**src/assert_macros.svh**
```systemverilog
// Assertion macros used by the selector RTL.
`ifndef ASSERT_MACROS_SVH
`define ASSERT_MACROS_SVH

// Check that cond holds at every clock edge outside reset.
`define SBS_ASSERT(lbl, cond, msg) \
	lbl: assert property (@(posedge clk) disable iff (!arst_n) (cond)) else $error(msg);

// Check that cond never holds at a clock edge outside reset.
`define SBS_NEVER(lbl, cond, msg) \
	lbl: assert property (@(posedge clk) disable iff (!arst_n) !(cond)) else $error(msg);

`endif

```
**src/sbs_pkg.sv**
```systemverilog
// Package for the straightest branch selector: codes, types and the angle table.
`timescale 1ns / 1ps
package sbs_pkg;

	localparam int SBS_MAX_CANDIDATES = 16;
	localparam int SBS_CORDIC_STEPS   = 16;

	localparam logic [1:0] OP_BEGIN = 2'd0;
	localparam logic [1:0] OP_CAND  = 2'd1;
	localparam logic [1:0] OP_END   = 2'd2;

	localparam logic [1:0] CFG_ALLOW_UTURN = 2'd0;
	localparam logic [1:0] CFG_UTURN_THR   = 2'd1;

	localparam logic [15:0] THR_RESET = 16'd27307;

	typedef enum logic {
		ST_IDLE,
		ST_WAIT
	} sel_state_t;

	typedef enum logic [2:0] {
		U_IDLE,
		U_MUL,
		U_ABS,
		U_NORM,
		U_ROT,
		U_ROUND
	} unit_state_t;

	typedef struct packed {
		logic busy;
		logic done;
	} unit_stat_t;

	// atan(2^-i) in 1/256 binary angle units, pi = 32768 units.
	function automatic logic [21:0] atan_entry(input logic [4:0] idx);
		logic [21:0] val;
		case (idx)
			5'd0:  val = 22'd2097152;
			5'd1:  val = 22'd1238021;
			5'd2:  val = 22'd654136;
			5'd3:  val = 22'd332050;
			5'd4:  val = 22'd166669;
			5'd5:  val = 22'd83416;
			5'd6:  val = 22'd41718;
			5'd7:  val = 22'd20860;
			5'd8:  val = 22'd10430;
			5'd9:  val = 22'd5215;
			5'd10: val = 22'd2608;
			5'd11: val = 22'd1304;
			5'd12: val = 22'd652;
			5'd13: val = 22'd326;
			5'd14: val = 22'd163;
			5'd15: val = 22'd81;
			5'd16: val = 22'd41;
			5'd17: val = 22'd20;
			5'd18: val = 22'd10;
			5'd19: val = 22'd5;
			5'd20: val = 22'd3;
			5'd21: val = 22'd1;
			5'd22: val = 22'd1;
			default: val = 22'd0;
		endcase
		return val;
	endfunction

endpackage

```
**src/sbs_turn_unit.sv**
```systemverilog
// Iterative turn-angle unit: shared multiplier, normalizer and CORDIC vectoring loop.
`timescale 1ns / 1ps
module sbs_turn_unit #(
	parameter int CORDIC_STEPS = sbs_pkg::SBS_CORDIC_STEPS
) (
	input  logic                clk,
	input  logic                arst_n,
	input  logic                start,
	input  logic signed [15:0]  in_x,
	input  logic signed [15:0]  in_z,
	input  logic signed [15:0]  cand_x,
	input  logic signed [15:0]  cand_z,
	output sbs_pkg::unit_stat_t stat,
	output logic [15:0]         mag
);
	import sbs_pkg::*;

	localparam int StepW = $clog2(CORDIC_STEPS);

	unit_state_t state_q, state_d;
	logic done_q;

	logic signed [15:0] ix_q, iz_q, ox_q, oz_q;
	logic [2:0]         mcnt_q;
	logic signed [31:0] prod_q;
	logic signed [32:0] cross_q, dot_q;
	logic               left_q;
	logic signed [34:0] cx_q, cy_q;
	logic signed [24:0] z_q;
	logic [StepW-1:0]   step_q;
	logic [15:0]        mag_q;

	logic signed [15:0] mul_a, mul_b;
	logic [31:0]        norm_or;
	logic               norm_done, norm_by4, last_step;
	logic signed [34:0] sx, sy;
	logic signed [24:0] ang_step, z_round, q_full;
	logic [14:0]        q_clamp;

	// multiplier operand order: ix*oz, iz*ox, ix*ox, iz*oz
	always_comb begin
		case (mcnt_q[1:0])
			2'd0: begin
				mul_a = ix_q;
				mul_b = oz_q;
			end
			2'd1: begin
				mul_a = iz_q;
				mul_b = ox_q;
			end
			2'd2: begin
				mul_a = ix_q;
				mul_b = ox_q;
			end
			default: begin
				mul_a = iz_q;
				mul_b = oz_q;
			end
		endcase
	end

	assign norm_or   = cx_q[31:0] | cy_q[31:0];
	assign norm_done = (norm_or == 32'd0) || (norm_or[31:30] != 2'b00);
	assign norm_by4  = (norm_or[31:26] == 6'd0);
	assign last_step = (step_q == StepW'(CORDIC_STEPS - 1));
	assign sx        = cx_q >>> step_q;
	assign sy        = cy_q >>> step_q;
	assign ang_step  = signed'(25'(atan_entry(5'(step_q))));
	assign z_round   = z_q + 25'sd128;
	assign q_full    = z_round >>> 8;

	always_comb begin
		if (q_full < 25'sd0) begin
			q_clamp = 15'd0;
		end else if (q_full > 25'sd16384) begin
			q_clamp = 15'd16384;
		end else begin
			q_clamp = q_full[14:0];
		end
	end

	always_comb begin
		state_d = state_q;
		unique case (state_q)
			U_IDLE:  if (start) state_d = U_MUL;
			U_MUL:   if (mcnt_q == 3'd4) state_d = U_ABS;
			U_ABS:   state_d = U_NORM;
			U_NORM:  if (norm_done) state_d = U_ROT;
			U_ROT:   if (last_step) state_d = U_ROUND;
			U_ROUND: state_d = U_IDLE;
			default: state_d = U_IDLE;
		endcase
	end

	always_comb begin
		stat.busy = (state_q != U_IDLE);
		stat.done = done_q;
	end

	assign mag = mag_q;

	always_ff @(posedge clk or negedge arst_n) begin
		if (!arst_n) begin
			state_q <= U_IDLE;
			done_q  <= 1'b0;
		end else begin
			state_q <= state_d;
			done_q  <= (state_q == U_ROUND);
		end
	end

	always_ff @(posedge clk) begin
		unique case (state_q)
			U_IDLE: begin
				if (start) begin
					ix_q   <= in_x;
					iz_q   <= in_z;
					ox_q   <= cand_x;
					oz_q   <= cand_z;
					mcnt_q <= 3'd0;
				end
			end
			U_MUL: begin
				prod_q <= mul_a * mul_b;
				mcnt_q <= mcnt_q + 3'd1;
				// accumulate the product registered in the previous cycle
				case (mcnt_q)
					3'd1: cross_q <= 33'(prod_q);
					3'd2: cross_q <= cross_q - 33'(prod_q);
					3'd3: dot_q   <= 33'(prod_q);
					3'd4: dot_q   <= dot_q + 33'(prod_q);
					default: ;
				endcase
			end
			U_ABS: begin
				left_q <= (dot_q < 33'sd0);
				cx_q   <= 35'((dot_q < 33'sd0) ? -dot_q : dot_q);
				cy_q   <= 35'((cross_q < 33'sd0) ? -cross_q : cross_q);
				z_q    <= 25'sd0;
				step_q <= '0;
			end
			U_NORM: begin
				// bring the larger operand into [2^30, 2^31]
				if (!norm_done) begin
					if (norm_by4) begin
						cx_q <= cx_q <<< 4;
						cy_q <= cy_q <<< 4;
					end else begin
						cx_q <= cx_q <<< 1;
						cy_q <= cy_q <<< 1;
					end
				end
			end
			U_ROT: begin
				if (cy_q > 35'sd0) begin
					cx_q <= cx_q + sy;
					cy_q <= cy_q - sx;
					z_q  <= z_q + ang_step;
				end else begin
					cx_q <= cx_q - sy;
					cy_q <= cy_q + sx;
					z_q  <= z_q - ang_step;
				end
				step_q <= step_q + StepW'(1);
			end
			U_ROUND: begin
				mag_q <= left_q ? (16'd32768 - {1'b0, q_clamp}) : {1'b0, q_clamp};
			end
			default: ;
		endcase
	end

endmodule

```
**src/straightest_branch_selector.sv**
```systemverilog
// Each candidate goes through the shared turn unit: four multiplier passes, normalize shifts
// and one CORDIC step a cycle. Begin and end items do not occupy the turn unit; no input
// is taken while a candidate is evaluated. Outside that evaluation, an end item is held off
// only while an earlier result still waits on the output register.
// Reset (arst_n low, asynchronous) clears the query state, the output valid and the registers
// (allow_uturn = 0, uturn_threshold = 27307).
`timescale 1ns / 1ps
`include "assert_macros.svh"
module straightest_branch_selector #(
	parameter int MAX_CANDIDATES = sbs_pkg::SBS_MAX_CANDIDATES,
	parameter int CORDIC_STEPS   = sbs_pkg::SBS_CORDIC_STEPS
) (
	input  logic               clk,
	input  logic               arst_n,
	input  logic               in_valid,
	output logic               in_ready,
	input  logic [1:0]         op,
	input  logic signed [15:0] heading_x,
	input  logic signed [15:0] heading_z,
	output logic               out_valid,
	input  logic               out_ready,
	output logic               found,
	output logic [3:0]         best_index,
	output logic               overflow,
	input  logic               cfg_valid,
	output logic               cfg_ready,
	input  logic [1:0]         cfg_index,
	input  logic [15:0]        cfg_data
);
	import sbs_pkg::*;

	localparam int CntW = $clog2(MAX_CANDIDATES + 1);
	localparam int PosW = $clog2(MAX_CANDIDATES);

	sel_state_t state_q, state_d;

	logic               allow_q;
	logic [15:0]        thr_q;
	logic signed [15:0] inc_x_q, inc_z_q;
	logic [CntW-1:0]    count_q;
	logic [PosW-1:0]    pos_q, best_pos_q;
	logic [15:0]        best_mag_q;
	logic               have_best_q, overflowed_q;

	logic               out_valid_q, found_q, overflow_q;
	logic [3:0]         best_index_q;

	logic               accept, full, inc_zero, cand_zero, unit_start;
	logic               qualify, better;
	logic [PosW+3:0]    best_pos_ext;
	unit_stat_t         ustat;
	logic [15:0]        umag;

	sbs_turn_unit #(
		.CORDIC_STEPS(CORDIC_STEPS)
	) u_turn (
		.clk    (clk),
		.arst_n (arst_n),
		.start  (unit_start),
		.in_x   (inc_x_q),
		.in_z   (inc_z_q),
		.cand_x (heading_x),
		.cand_z (heading_z),
		.stat   (ustat),
		.mag    (umag)
	);

	assign accept    = in_valid && in_ready;
	assign full      = (count_q >= CntW'(MAX_CANDIDATES));
	assign inc_zero  = (inc_x_q == 16'sd0) && (inc_z_q == 16'sd0);
	assign cand_zero = (heading_x == 16'sd0) && (heading_z == 16'sd0);
	assign qualify   = allow_q || (umag < thr_q);
	assign better    = qualify && (umag < best_mag_q);
	assign best_pos_ext = {4'd0, best_pos_q};

	always_comb begin
		state_d = state_q;
		unique case (state_q)
			ST_IDLE: if (unit_start) state_d = ST_WAIT;
			ST_WAIT: if (ustat.done) state_d = ST_IDLE;
			default: state_d = ST_IDLE;
		endcase
	end

	always_comb begin
		in_ready   = 1'b0;
		unit_start = 1'b0;
		unique case (state_q)
			ST_IDLE: begin
				// hold an end item while the previous answer is still pending
				in_ready   = (op != OP_END) || !out_valid_q || out_ready;
				unit_start = in_valid && (op == OP_CAND) && !full && !inc_zero && !cand_zero;
			end
			ST_WAIT: ;
			default: ;
		endcase
	end

	assign cfg_ready  = 1'b1;
	assign out_valid  = out_valid_q;
	assign found      = found_q;
	assign best_index = best_index_q;
	assign overflow   = overflow_q;

	always_ff @(posedge clk or negedge arst_n) begin
		if (!arst_n) begin
			state_q      <= ST_IDLE;
			allow_q      <= 1'b0;
			thr_q        <= THR_RESET;
			inc_x_q      <= 16'sd0;
			inc_z_q      <= 16'sd0;
			count_q      <= '0;
			pos_q        <= '0;
			best_pos_q   <= '0;
			best_mag_q   <= 16'hFFFF;
			have_best_q  <= 1'b0;
			overflowed_q <= 1'b0;
			out_valid_q  <= 1'b0;
		end else begin
			state_q <= state_d;

			if (cfg_valid && cfg_ready) begin
				unique case (cfg_index)
					CFG_ALLOW_UTURN: allow_q <= cfg_data[0];
					CFG_UTURN_THR:   thr_q   <= cfg_data;
					default: ;
				endcase
			end

			if (accept && op == OP_END) begin
				out_valid_q <= 1'b1;
			end else if (out_valid_q && out_ready) begin
				out_valid_q <= 1'b0;
			end

			if (state_q == ST_WAIT && ustat.done && better) begin
				best_mag_q  <= umag;
				best_pos_q  <= pos_q;
				have_best_q <= 1'b1;
			end

			if (accept) begin
				unique case (op)
					OP_BEGIN: begin
						inc_x_q      <= heading_x;
						inc_z_q      <= heading_z;
						count_q      <= '0;
						best_pos_q   <= '0;
						best_mag_q   <= 16'hFFFF;
						have_best_q  <= 1'b0;
						overflowed_q <= 1'b0;
					end
					OP_CAND: begin
						if (full) begin
							overflowed_q <= 1'b1;
						end else begin
							pos_q   <= count_q[PosW-1:0];
							count_q <= count_q + CntW'(1);
						end
					end
					OP_END: begin
						inc_x_q      <= 16'sd0;
						inc_z_q      <= 16'sd0;
						count_q      <= '0;
						best_pos_q   <= '0;
						best_mag_q   <= 16'hFFFF;
						have_best_q  <= 1'b0;
						overflowed_q <= 1'b0;
					end
					default: ;
				endcase
			end
		end
	end

	// answer payload, loaded with the end transfer
	always_ff @(posedge clk) begin
		if (accept && op == OP_END) begin
			found_q      <= have_best_q && !inc_zero;
			best_index_q <= (have_best_q && !inc_zero) ? best_pos_ext[3:0] : 4'd0;
			overflow_q   <= overflowed_q;
		end
	end

	`SBS_NEVER(a_start_while_busy, unit_start && ustat.busy, "turn unit started while busy")
	`SBS_ASSERT(a_done_in_wait, !ustat.done || state_q == ST_WAIT, "turn result with no candidate")
	`SBS_ASSERT(a_count_bound, count_q <= CntW'(MAX_CANDIDATES), "candidate count past capacity")
	`SBS_ASSERT(a_ovf_full, !overflowed_q || count_q == CntW'(MAX_CANDIDATES), "overflow not full")

endmodule

```
**config.mk**
```make
export PLATFORM = sky130hd
export DESIGN_NAME = straightest_branch_selector
export DESIGN_NICKNAME = d
export VERILOG_FILES = /design/src/sbs_pkg.sv /design/src/sbs_turn_unit.sv /design/src/straightest_branch_selector.sv
export VERILOG_INCLUDE_DIRS = /design/src /design/src/src
export SDC_FILE = /design/constraint.sdc
export NUM_CORES = 2
export LEC_CHECK = 0
export BUFFER_PORTS_ARGS = -buffer_cell sky130_fd_sc_hd__buf_4
export CAP_MARGIN = 20
export CORE_MARGIN = 3
export CORE_UTILIZATION = 55
export CTS_CLUSTER_SIZE = 8
export DETAILED_ROUTE_END_ITERATION = 10
export PLACE_DENSITY = 0.71
export SYNTH_ARGS = -nofsm -noshare
export SYNTH_HDL_FRONTEND = slang
export SYNTH_SLANG_ARGS = --single-unit
```
**constraint.sdc**
```tcl
create_clock -name clk -period 10.7 [get_ports clk]
set_clock_uncertainty 0.1 [all_clocks]
set_input_delay 2.14 -clock clk [delete_from_list [all_inputs] [get_ports clk]]
set_output_delay 2.14 -clock clk [all_outputs]
set_load 0.01 [all_outputs]
```
==> flow_summary.yaml <==
status:
  status: "finished clean"
clock_tree:
  post_cts_resize_count: 0
  cts_tree: "done"
  numCtsBuffers: 56
  cts_hold_buffers: 0
  clock_path_buffers: 3
  cts.sink_count: 395
  cts_root_buffer: "sky130_fd_sc_hd__clkbuf_16"
  worst_setup_hold_path_clk_slew_ns: 0.05
  number_of_levels_the_h_tree_was_split_into: 2
  clk-insertion-delay-late_ns: 0.65
  post_cts_repair_timing_setup_buffer_count: 0
grt:
  grt_start_max_net_pins: 103
  grt_remaining_overflow: 0
  number_of_antenna_violations_at_the_first_check_in_global_routing: 0
  number_of_global_route_vias_before_repair: 34616
  global_route.usage.total: 0.2935
  grt_pass1_wl_mm: 189.7
routing:
  wirelength_mm: 120.4
  drt-wirelength-per-cell_um: 20.97
  routed_via_density: 6.146
  detail_route.first_pass.iterations: 6
  vias: 35303
  ant_nets: 0
  drtIter0Drc: 3182
  post-route-drc-count: 0
sta:
  rsz0062_at_grt: "no"
  finalCriticalPeriod_ns: 8.787
  hold_viol: 0
  max_clock_freq_mhz: 113.8
  layout_worst_path_cycle_share: 0.8212
  worstMarginPinSlew_ns: 1.171
  setup-tns-final_ns: 0
  slew_violations: 0
  timing.final.setup_violations: 0
  max-slew-margin-rel: 0.2193
yosys:
  syn-instance-count: 4679
  synth_edf_count: 287
  synthesis.area_um2: 42460
  ys_types: 94
  ff_latch_count_synth: 395
  synth.area.top_cells: "sky130_fd_sc_hd__edfxtp_1, sky130_fd_sc_hd__fa_1, sky130_fd_sc_hd__ha_1"
  synth_top_cell_by_area: "sky130_fd_sc_hd__edfxtp_1"
  sequential_to_total_area_share_from_yosys_stat: 0.2648
  synth_flop_cell: "sky130_fd_sc_hd__edfxtp_1"
  yosys_warnings: 0
  proportion_of_register_bits_with_asynchronous_set_or_reset_after_synthesis: 0.2177
  synth.net_count: 5291
  synthDominantCellAreaShare: 0.2030
  syn_avg_cell_area_um2: 9.074
hold_path:
  worst_hold_endpoint: "overflow$_DFFE_PP_"
  whs_path_depth: 0
  worstHoldStart: "overflowed_q$_DFFE_PN0P_"
  hold_path.class: "flip-flop to flip-flop"
setup_path:
  criticalPathCategory: "flip-flop to flip-flop"
  timing.rr.end: "u_turn.prod_q[30]$_DFFE_PP_"
  worst-r2r-cell-count: 26
  worst_ep_arrival_time_ns: 9.03
  end_kind: "flip-flop"
  critical_path.startpoint_type: "flip-flop"
  cp_slowest_cell: "sky130_fd_sc_hd__mux2i_1"
  critical_path.max_stage_delay_ns: 0.93
  critical_path.max_fanout: 31
  timing.critical_path.max_delay_family: "adder cells"
  crit_buf_inv: 5
  rrSetupSlack_ns: 1.91
  worst_path_most_repeated_cell: "sky130_fd_sc_hd__fa_1"
  crit-reg2reg-launch: "u_turn.mcnt_q[0]$_SDFFCE_PN0P_"
  required_ns: 10.94
die:
  die_w_um: 283.8
  rows: 101
  initial_utilization: 0.5572
  pin_count: 66
  coreArea_um2: 76200
  design.die.area_um2: 80570
  chipHeight_um: 283.8
finish:
  design_area_um2: 45670
  layout.cells.most_common_list: "sky130_fd_sc_hd__nand2_1, sky130_fd_sc_hd__inv_1, sky130_fd_sc_hd__nor2_1"
  final_common_cell: "sky130_fd_sc_hd__nand2_1"
  drive_gt1_frac: 0.09018
  num-nets-final: 5284
  layout-area-overhead-vs-synth_pct: 7.553
place:
  weighted_congestion_reported_at_the_end_of_routability_driven_placement: 0.9869
  io_buffer_count: 64
  dpl.hpwl_mm: 90.85
  placed_cell_area_um2: 43970
flow_run:
  drv_cap: 0
-- synthesized netlist by cell type, types with 36 or more instances --
| library cell | n |
|---|---|
| sky130_fd_sc_hd__a211oi_1 | 36 |
| sky130_fd_sc_hd__a21o_1 | 88 |
| sky130_fd_sc_hd__a21oi_1 | 298 |
| sky130_fd_sc_hd__clkbuf_1 | 135 |
| sky130_fd_sc_hd__dfrtp_1 | 61 |
| sky130_fd_sc_hd__edfxtp_1 | 287 |
| sky130_fd_sc_hd__fa_1 | 267 |
| sky130_fd_sc_hd__ha_1 | 288 |
| sky130_fd_sc_hd__inv_1 | 469 |
| sky130_fd_sc_hd__mux2_2 | 86 |
| sky130_fd_sc_hd__mux2i_1 | 99 |
| sky130_fd_sc_hd__mux4_2 | 76 |
| sky130_fd_sc_hd__nand2_1 | 565 |
| sky130_fd_sc_hd__nand2b_1 | 56 |
| sky130_fd_sc_hd__nand3_1 | 86 |
| sky130_fd_sc_hd__nor2_1 | 366 |
| sky130_fd_sc_hd__nor3_1 | 61 |
| sky130_fd_sc_hd__nor4_1 | 46 |
| sky130_fd_sc_hd__o21ai_0 | 294 |
| sky130_fd_sc_hd__o31ai_1 | 45 |
| sky130_fd_sc_hd__xnor2_1 | 192 |
| sky130_fd_sc_hd__xor2_1 | 133 |
-- routing by layer --
layer / share of wire / vias up / global-route usage
li1: - / 16510 / -
met1: 0.41 / 17090 / 0.3827
met2: 0.48 / 1399 / 0.4904
met3: 0.070 / 304 / 0.03984
met4: 0.047 / 0 / 0.1282
met5: 0 / - / 0
-- through the flow --
step / hold slack [ns] / util / instances / setup slack (ns)
floorplan: 0.3244 / - / 4679 / 2.796
global placement: 0.3374 / 0.5770 / 5641 / 2.138
detailed placement: 0.3454 / 0.5770 / 5641 / 1.982
CTS: 0.3544 / 0.5987 / 5740 / 1.916
global route: 0.3774 / 0.5992 / 5743 / 1.481
finish: 0.3591 / 0.5993 / 5744 / 1.913
-- kinds of logic after synthesis --
| logic type | share of synthesized area |
|---|---|
| simple gates | 0.1535 |
| compound gates | 0.1585 |
| other cells | 0.00008832 |
| buf+inv | 0.05894 |
| flops | 0.2648 |
| xor+xnor | 0.06704 |
| fa+ha+maj | 0.2108 |
| mux | 0.08646 |
-- state kept, by name, indices dropped and copies added (netlist names), 5 cells and up --
name and flops:
u_turn.cy_q 35, u_turn.ang_step 22, u_turn.z_q 25, u_turn.mag 16
u_turn.iz_q 16, inc_z_q 16, u_turn.cross_q 33, u_turn.ix_q 16
count_q 5, u_turn.prod_q 32, inc_x_q 16, best_mag_q 16
u_turn.dot_q 33, u_turn.ox_q 16, u_turn.oz_q 16, u_turn.cx_q 35
thr_q 16
-- how the worst max path moves through the flow --
| stage | start | end | slack (ns) | cells after the start |
|---|---|---|---|---|
| after global routing | u_turn.mcnt_q[0]$_SDFFCE_PN0P_ | u_turn.prod_q[30]$_DFFE_PP_ | 1.48 | 26 |
| final | u_turn.mcnt_q[0]$_SDFFCE_PN0P_ | u_turn.prod_q[30]$_DFFE_PP_ | 1.91 | 26 |
| after floorplan | u_turn.mcnt_q[0]$_SDFFCE_PN0P_ | u_turn.prod_q[30]$_DFFE_PP_ | 2.80 | 28 |
| after detailed placement | u_turn.mcnt_q[0]$_SDFFCE_PN0P_ | u_turn.prod_q[30]$_DFFE_PP_ | 1.98 | 26 |
| after global placement | u_turn.mcnt_q[0]$_SDFFCE_PN0P_ | u_turn.prod_q[30]$_DFFE_PP_ | 2.14 | 26 |
| after CTS | u_turn.mcnt_q[0]$_SDFFCE_PN0P_ | u_turn.prod_q[30]$_DFFE_PP_ | 1.92 | 26 |
-- area by class of cell --
class / count / area [um2]
Multi-Input combinational cell: 3631 / 28790
Sequential cell: 395 / 11240
Inverter: 472 / 1772
Clock buffer: 94 / 1554
Clock inverter: 5 / 102.6
Timing Repair Buffer: 116 / 913.4
Tap cell: 1030 / 1289
Fill cell: 6612 / 30540
Antenna cell: 1 / 2.502
Power is not shown: default switching activity piles up to over one toggle a cycle in this logic, so the estimate is an artifact.
